`config.mk`:
```
export PLATFORM = sky130hd
export DESIGN_NAME = line_fixed_string_matcher
export DESIGN_NICKNAME = d
export VERILOG_FILES = /design/src/hdl/lfsm_pkg.sv /design/src/hdl/lfsm_window.sv /design/src/hdl/lfsm_line_ctrl.sv /design/src/hdl/line_fixed_string_matcher.sv
export SDC_FILE = /design/constraint.sdc
export NUM_CORES = 2
export LEC_CHECK = 0
export BUFFER_PORTS_ARGS = -buffer_cell sky130_fd_sc_hd__buf_2
export CORE_AREA = 2 2 436 438
export CTS_CLUSTER_SIZE = 16
export DETAILED_ROUTE_END_ITERATION = 8
export DIE_AREA = 0 0 438 440
export HOLD_SLACK_MARGIN = 0.06
export PLACE_DENSITY_LB_ADDON = 0.05
export REMOVE_ABC_BUFFERS = 1
export SETUP_SLACK_MARGIN = 0.02
export SLEW_MARGIN = 20
export SYNTH_ARGS = -nofsm -noshare
export SYNTH_HDL_FRONTEND = slang
export SYNTH_SLANG_ARGS = --single-unit
```
`constraint.sdc`:
```
create_clock -name clk -period 10.3 [get_ports clk]
set_clock_uncertainty 0.05 [all_clocks]
set_input_delay 1.03 -clock clk [delete_from_list [all_inputs] [get_ports clk]]
set_output_delay 1.03 -clock clk [all_outputs]
set_load 0.1 [all_outputs]
```
`src/hdl/lfsm_pkg.sv`:
```
`default_nettype none

package lfsm_pkg;

	// Default and limits for the longest pattern the window can hold.
	localparam int unsigned PATTERN_MAX_DEF = 32;
	localparam int unsigned PATTERN_BYTES = 32;
	localparam int unsigned PATTERN_LEN_W = 6;
	localparam int unsigned LINE_NUM_W = 32;
	localparam int unsigned CFG_INDEX_W = 3;
	localparam int unsigned CFG_DATA_W = 64;

	// Character codes used by the line splitter and the case folder.
	localparam logic [7:0] NEWLINE_CHAR = 8'd10;
	localparam logic [7:0] CHAR_UPPER_A = 8'd65;
	localparam logic [7:0] CHAR_UPPER_Z = 8'd90;
	localparam logic [7:0] CASE_OFFSET = 8'd32;

	// Configuration register indexes.
	typedef enum logic [CFG_INDEX_W-1:0] {
		CFG_PATTERN_LENGTH = 3'd0,
		CFG_PATTERN_WORD_A = 3'd1,
		CFG_PATTERN_WORD_B = 3'd2,
		CFG_PATTERN_WORD_C = 3'd3,
		CFG_PATTERN_WORD_D = 3'd4,
		CFG_FOLD_CASE = 3'd5,
		CFG_INVERT_SELECT = 3'd6
	} cfg_reg_t;

	// Input word: one text byte or the end-of-stream marker.
	typedef struct packed {
		logic [7:0] text_byte;
		logic stream_end;
	} in_word_t;

	// Result word: one per newline or end marker.
	typedef struct packed {
		logic line_valid;
		logic [LINE_NUM_W-1:0] line_number;
		logic selected;
		logic stream_done;
		logic any_selected;
	} out_word_t;

	// What the word being processed does to the window and line state.
	typedef struct packed {
		logic shift;
		logic line_close;
		logic stream_end;
	} step_t;

	// Map A-Z to a-z when folding is on.
	function automatic logic [7:0] fold_byte(input logic [7:0] b, input logic fold);
		logic [7:0] r;
		r = b;
		if (fold && (b inside {[CHAR_UPPER_A:CHAR_UPPER_Z]})) begin
			r = b + CASE_OFFSET;
		end
		return r;
	endfunction

endpackage

`default_nettype wire

```
`src/hdl/lfsm_window.sv`:
```
`default_nettype none

module lfsm_window import lfsm_pkg::*; #(
	parameter int unsigned PATTERN_MAX = PATTERN_MAX_DEF,
	localparam int unsigned LEN_W = $clog2(PATTERN_MAX + 1),
	localparam int unsigned PAT_BITS = PATTERN_MAX * 8
) (
	input wire logic clk,
	input wire logic arst_n,
	input wire step_t step,
	input wire logic [7:0] text_byte,
	input wire logic [PAT_BITS-1:0] pattern,
	input wire logic [LEN_W-1:0] match_len,
	input wire logic fold_case,
	output logic byte_hit
);

	localparam int unsigned WIN_DEPTH = PATTERN_MAX - 1;
	localparam int unsigned FILL_W = $clog2(PATTERN_MAX);
	localparam int unsigned IDX_W = $clog2(PATTERN_MAX);

	logic [7:0] win_q [WIN_DEPTH];
	logic [FILL_W-1:0] fill_q;
	logic [7:0] cand [PATTERN_MAX];
	logic [PATTERN_MAX-1:0] pos_eq;
	logic fill_ok;

	// Window of recent bytes of the line, newest at index 0.
	always_ff @(posedge clk) begin
		if (step.shift) begin
			win_q[0] <= text_byte;
			for (int k = 1; k < WIN_DEPTH; k++) begin
				win_q[k] <= win_q[k-1];
			end
		end
	end

	// Count of window bytes that belong to the current line.
	always_ff @(posedge clk or negedge arst_n) begin
		if (!arst_n) begin
			fill_q <= '0;
		end else if (step.line_close) begin
			fill_q <= '0;
		end else if (step.shift && (fill_q != FILL_W'(WIN_DEPTH))) begin
			fill_q <= fill_q + FILL_W'(1);
		end
	end

	// Candidate bytes: the incoming byte followed by the window, folded.
	always_comb begin
		cand[0] = fold_byte(text_byte, fold_case);
		for (int k = 1; k < PATTERN_MAX; k++) begin
			cand[k] = fold_byte(win_q[k-1], fold_case);
		end
	end

	// Each position compares against the pattern byte aligned to its end.
	for (genvar j = 0; j < PATTERN_MAX; j++) begin : g_pos
		logic [LEN_W-1:0] pidx;
		logic [7:0] pbyte;
		assign pidx = match_len - LEN_W'(j + 1);
		assign pbyte = fold_byte(pattern[{pidx[IDX_W-1:0], 3'b000} +: 8], fold_case);
		assign pos_eq[j] = (LEN_W'(j) >= match_len) || (cand[j] == pbyte);
	end

	// A hit needs enough bytes of this line and every used position equal.
	assign fill_ok = ((LEN_W'(fill_q) + LEN_W'(1)) >= match_len);
	assign byte_hit = (match_len != '0) && fill_ok && (&pos_eq);

endmodule

`default_nettype wire

```
`src/hdl/lfsm_line_ctrl.sv`:
```
`default_nettype none

module lfsm_line_ctrl import lfsm_pkg::*; (
	input wire logic clk,
	input wire logic arst_n,
	input wire step_t step,
	input wire logic byte_hit,
	input wire logic len_zero,
	input wire logic invert_select,
	output out_word_t result
);

	logic line_hit_q;
	logic line_open_q;
	logic [LINE_NUM_W-1:0] count_q;
	logic found_q;
	logic report;
	logic sel;
	logic found_new;
	logic [LINE_NUM_W-1:0] count_inc;

	// Line outcome and the saturating line counter.
	always_comb begin
		report = !step.stream_end || line_open_q;
		sel = (line_hit_q || len_zero) ^ invert_select;
		count_inc = (&count_q) ? count_q : count_q + LINE_NUM_W'(1);
		found_new = found_q || (report && sel);
	end

	// Result word for a newline or an end marker.
	always_comb begin
		result.line_valid = report;
		result.line_number = report ? count_inc : '0;
		result.selected = report && sel;
		result.stream_done = step.stream_end;
		result.any_selected = found_new;
	end

	// Per-line and per-stream state.
	always_ff @(posedge clk or negedge arst_n) begin
		if (!arst_n) begin
			line_hit_q <= 1'b0;
			line_open_q <= 1'b0;
			count_q <= '0;
			found_q <= 1'b0;
		end else if (step.line_close) begin
			line_hit_q <= 1'b0;
			line_open_q <= 1'b0;
			if (step.stream_end) begin
				count_q <= '0;
				found_q <= 1'b0;
			end else begin
				count_q <= count_inc;
				found_q <= found_new;
			end
		end else if (step.shift) begin
			line_open_q <= 1'b1;
			if (byte_hit) begin
				line_hit_q <= 1'b1;
			end
		end
	end

endmodule

`default_nettype wire

```
`src/hdl/line_fixed_string_matcher.sv`:
```
// Fixed-string line matcher.
// Text enters on the in channel one word per cycle: a byte, or the end-of-stream
// marker. A word is taken when in_valid is high and in_stall is low. Byte 10 closes
// a line and yields one result word on the out channel; the end marker yields one
// result word that reports any unterminated line and the stream's sticky flag.
// Other bytes yield nothing.
// The pattern and its options must be written on the cfg channel (cfg_ready is
// always high) only while the block is idle; the block does not enforce this.
// A taken word is processed from the input register once the result register can
// take a word, and its result is written to the output register. One word is
// processed per cycle while the result register is not held; the window compare
// against all pattern positions runs in parallel in the single processing stage.
// When the receiver stalls, the result word holds; the input register still takes
// one more word, and in_stall rises only when that word has nowhere to go.
// Reset clears the configuration, the line state and both handshake registers.
`default_nettype none

module line_fixed_string_matcher import lfsm_pkg::*; #(
	parameter int unsigned PATTERN_MAX = PATTERN_MAX_DEF
) (
	input wire logic clk,
	input wire logic arst_n,
	input wire logic in_valid,
	output logic in_stall,
	input wire in_word_t in_data,
	output logic out_valid,
	input wire logic out_stall,
	output out_word_t out_data,
	input wire logic cfg_valid,
	output logic cfg_ready,
	input wire logic [CFG_INDEX_W-1:0] cfg_index,
	input wire logic [CFG_DATA_W-1:0] cfg_data
);

	localparam int unsigned LEN_W = $clog2(PATTERN_MAX + 1);
	localparam int unsigned PAT_BITS = PATTERN_MAX * 8;

	logic [PATTERN_LEN_W-1:0] pattern_length_q;
	logic [CFG_DATA_W-1:0] pattern_word_q [4];
	logic fold_case_q;
	logic invert_select_q;
	logic [PATTERN_BYTES*8-1:0] pattern_all;
	logic [LEN_W-1:0] match_len;

	in_word_t in_s1;
	logic in_valid_s1;
	logic advance;
	logic proc;
	logic is_newline;
	step_t step;
	logic byte_hit;
	out_word_t result;
	out_word_t out_q;
	logic out_valid_q;

	// Configuration registers.
	assign cfg_ready = 1'b1;

	always_ff @(posedge clk or negedge arst_n) begin
		if (!arst_n) begin
			pattern_length_q <= '0;
			for (int i = 0; i < 4; i++) begin
				pattern_word_q[i] <= '0;
			end
			fold_case_q <= 1'b0;
			invert_select_q <= 1'b0;
		end else if (cfg_valid && cfg_ready) begin
			case (cfg_reg_t'(cfg_index))
				CFG_PATTERN_LENGTH: begin
					pattern_length_q <= cfg_data[PATTERN_LEN_W-1:0];
				end
				CFG_PATTERN_WORD_A: begin
					pattern_word_q[0] <= cfg_data;
				end
				CFG_PATTERN_WORD_B: begin
					pattern_word_q[1] <= cfg_data;
				end
				CFG_PATTERN_WORD_C: begin
					pattern_word_q[2] <= cfg_data;
				end
				CFG_PATTERN_WORD_D: begin
					pattern_word_q[3] <= cfg_data;
				end
				CFG_FOLD_CASE: begin
					fold_case_q <= cfg_data[0];
				end
				CFG_INVERT_SELECT: begin
					invert_select_q <= cfg_data[0];
				end
				default: begin
				end
			endcase
		end
	end

	// Pattern bytes in order and the length clamped to the window size.
	assign pattern_all = {pattern_word_q[3], pattern_word_q[2], pattern_word_q[1],
		pattern_word_q[0]};
	assign match_len = (pattern_length_q > PATTERN_LEN_W'(PATTERN_MAX))
		? LEN_W'(PATTERN_MAX) : LEN_W'(pattern_length_q);

	// Input register; it moves on whenever the result register can take a word.
	assign advance = !(out_valid_q && out_stall);
	assign proc = in_valid_s1 && advance;
	assign in_stall = in_valid_s1 && !advance;

	always_ff @(posedge clk or negedge arst_n) begin
		if (!arst_n) begin
			in_valid_s1 <= 1'b0;
		end else if (!in_stall) begin
			in_valid_s1 <= in_valid;
		end
	end

	always_ff @(posedge clk) begin
		if (!in_stall && in_valid) begin
			in_s1 <= in_data;
		end
	end

	// Decode what the word in the input register does.
	assign is_newline = (in_s1.text_byte == NEWLINE_CHAR);
	assign step.shift = proc && !in_s1.stream_end && !is_newline;
	assign step.line_close = proc && (in_s1.stream_end || is_newline);
	assign step.stream_end = proc && in_s1.stream_end;

	lfsm_window #(
		.PATTERN_MAX(PATTERN_MAX)
	) u_window (
		.clk(clk),
		.arst_n(arst_n),
		.step(step),
		.text_byte(in_s1.text_byte),
		.pattern(pattern_all[PAT_BITS-1:0]),
		.match_len(match_len),
		.fold_case(fold_case_q),
		.byte_hit(byte_hit)
	);

	lfsm_line_ctrl u_line_ctrl (
		.clk(clk),
		.arst_n(arst_n),
		.step(step),
		.byte_hit(byte_hit),
		.len_zero(match_len == '0),
		.invert_select(invert_select_q),
		.result(result)
	);

	// Result register.
	always_ff @(posedge clk or negedge arst_n) begin
		if (!arst_n) begin
			out_valid_q <= 1'b0;
		end else if (step.line_close) begin
			out_valid_q <= 1'b1;
		end else if (!out_stall) begin
			out_valid_q <= 1'b0;
		end
	end

	always_ff @(posedge clk) begin
		if (step.line_close) begin
			out_q <= result;
		end
	end

	assign out_valid = out_valid_q;
	assign out_data = out_q;

`ifndef SYNTHESIS
	// The input side only stalls behind a held result word.
	a_stall_cause: assert property (@(posedge clk) disable iff (!arst_n)
		in_stall |-> (out_valid && out_stall))
		else $error("in_stall without a stalled result word");

	// A new result word only follows a closed line or an end marker.
	a_out_source: assert property (@(posedge clk) disable iff (!arst_n)
		$rose(out_valid) |-> $past(step.line_close))
		else $error("result word without a line close");

	// The end marker yields a result word flagged as stream done.
	a_end_result: assert property (@(posedge clk) disable iff (!arst_n)
		step.stream_end |=> (out_valid && out_data.stream_done))
		else $error("end marker lost its result word");
`endif

endmodule

`default_nettype wire
```
==> metrics.cfg <==
[outcome]
status=complete, no violations

[clocking]
clk_path_buf_depth=3
cts.sink_count=599
cts_inserted_buffers=75
cts_tree=built
cts_hold_buf=0
htreeDepth=3
cts_setup_buffers=0
cts_resized=0
insertion_delay_ns=0.72
path_clk_slew_ns=0.07
cts_root_buf=clkbuf_16

[synth]
yosysMostFrequentCell=mux2i_1
synth_top_flop_cell=dfrtp_1
ys.warnings.count=0
synth_commonest_cells=mux2i_1 (715), nand2_1 (466), mux2_2 (414)
synth-seq-area-share_pct=28.4
synth_top_area_share_pct=15.2
ys_ff_latch=599
synthDistinctLibCells=110
ys_top_cells_by_area=edfxtp_1 (15%), dfrtp_1 (13%), mux2i_1 (12%)
synth-edff-count=293
yosysTopAreaCell=edfxtp_1
synth-async-reset-ratio_pct=51.1
netlist_instances=6097
syn_area_mm2=0.0580
avgSynthCellArea_um2=9.51

[route]
highest_layer=met5
route.met2.wl_um=140000
dr.pass1.iters=9
wl_per_cell_um=39.3
drc=0
drt_iter0_drc=7002
via_per_inst=6.49
wl_met3_um=29400
vias=55700
wl_met1_um=148000
wirelength_um=337000
ant_nets=0

[finish]
syn_to_final_growth_pct=10.6
nFillCells=19300
drive_gt1_share_pct=19.9
final_nets=6164
final_cells=8578

[global_route]
grt_pass1_vias=51700
antenna_found_initial=21
grt_first_pass_wirelength_um=456000
grt.total_usage_pct=34.1
overflow=0
grt_max_degree=152

[floorplanning]
initial_core_util_pct=30.8
placementRows=160
fp.dieArea_mm2=0.193
pin_count=120
die_x_um=438
core-area_mm2=0.189
die_h_um=440

[pwr]
p_per_area_mw_per_mm2=334
peakVddDrop_uv=143
leakagePower_nw=24.1
p_total_mw=21.4

[place]
dp_hpwl_um=265000
place_inst=8436
gp_congestion=1.05
numPortBuffers=118

[timing]
fin_crit_ns=7.92
drv_slew=0
rsz0062_at_grt=false
setup_viol=0
hold_viol=0
fmax_ghz=0.126
slew_headroom_pct=13.1
fin_crit_sh_pct=76.9
tightest_slew_ns=1.27

[worst_setup_path]
start_kind=flip-flop
path_max_fanout=35
worst-setup-path-type=reg -> reg
arrival_ns=8.52
r2r_end=u_line_ctrl.line_hit_q
worstSetupEndpointType=flip-flop
required_ns=10.90
rrSetupSlack_ns=2.38
r2r-start=pattern_length_q[5]
reg2reg_depth=18

[hold_path]
worst_hold_path_type=in -> async

[job]
cap_violations=0

## through the flow
step / hold WS [ns] / instance area [um2] / util (%) / setup WS [ns] / TNS [ns]
floorplan: 0.397 / 55700 / - / -9.29 / -21.93
global placement: 0.426 / 61600 / 32.7 / 1.89 / 0
detailed placement: 0.424 / 61700 / 32.7 / 2.74 / 0
CTS: 0.194 / 64100 / 34.0 / 2.73 / 0
global route: 0.266 / 64100 / 34.0 / 2.32 / 0
finish: 0.221 / 64100 / 34.0 / 2.38 / 0
## worst max-delay path, cell delays in order (launching register included)
cell,delay (ns)
dfrtp_4,0.72
buf_4,0.53
nand2b_2,0.23
buf_4,0.32
buf_4,0.65
ha_2,0.85
inv_1,0.42
nor3_1,0.84
nand2_1,0.10
o211a_1,0.16
a21boi_0,0.30
and4b_1,0.41
o41ai_1,0.84
xnor2_1,0.19
o2bb2ai_1,0.11
a311oi_1,0.39
o211a_1,0.20
nand4_1,0.16
o31ai_2,0.24
## cell families after synthesis
family | synth area share (%)
mux | 27.9
buf+inv | 4.66
flops | 28.4
other cells | 0.00647
xor+xnor | 4.99
fa+ha+maj | 1.75
compound gates | 16.7
simple gates | 15.7
## sequential cells by signal, indices dropped and copies added, names as in the netlist, 5 cells and up
signal / cells
u_line_ctrl.count_q: 32
out_data: 36
u_window.fill_q: 5
pattern_length_q: 6
pattern_all: 256
in_s1: 9
u_window.win_q: 248
## report_power, final
part / internal [mW] / total [mW] / switching (mW)
registers: 2.84 / 3.75 / 0.917
logic: 5.00 / 15.0 / 10.0
clock network: 1.55 / 2.68 / 1.13
## how the worst max path moves through the flow
stage / start / to / slack, ns / cells after the start
3_3_place_gp: pattern_length_q[5] / u_line_ctrl.line_hit_q / 1.89 / 18
5_1_grt: pattern_length_q[5] / u_line_ctrl.line_hit_q / 2.32 / 18
6_report: pattern_length_q[5] / u_line_ctrl.line_hit_q / 2.38 / 18
2_1_floorplan: pattern_length_q[1] / u_line_ctrl.line_hit_q / -9.29 / 17
3_5_place_dp: pattern_length_q[5] / u_line_ctrl.line_hit_q / 2.74 / 18
4_1_cts: pattern_length_q[5] / u_line_ctrl.line_hit_q / 2.73 / 18
## routing by layer
metal | vias up | track usage [%]
met2 | 2857 | 49.6
li1 | 23500 | -
met4 | 14 | 17.1
met3 | 536 | 7.39
met5 | - | 0
met1 | 28800 | 47.3
## cells in the final DEF, fill, tap and decap left out, types with 78 or more instances in the layout
cell type	count
a21oi_1	217
a22oi_1	99
buf_2	118
buf_4	204
clkbuf_16	78
dfrtp_1	300
edfxtp_1	293
inv_1	90
mux2_2	414
mux2i_1	698
mux4_2	188
nand2_1	466
nand3_1	158
nor2_1	383
nor3_1	189
nor4_1	80
o21ai_0	247
o22ai_1	139
xnor2_1	167
xor2_1	131
## final cells by class
type                            instances  area [um2]  area share, %
Tap cell                             2511        3140           4.90
Timing Repair Buffer                  330        2280           3.55
Clock buffer                           99        2070           3.23
Multi-Input combinational cell       4896       39400           61.4
Clock inverter                         37         350          0.546
Antenna cell                            6        15.0         0.0234
Sequential cell                       599       16500           25.7
Inverter                              100         395          0.617
Note: power is estimated with default switching activity, not from simulation.
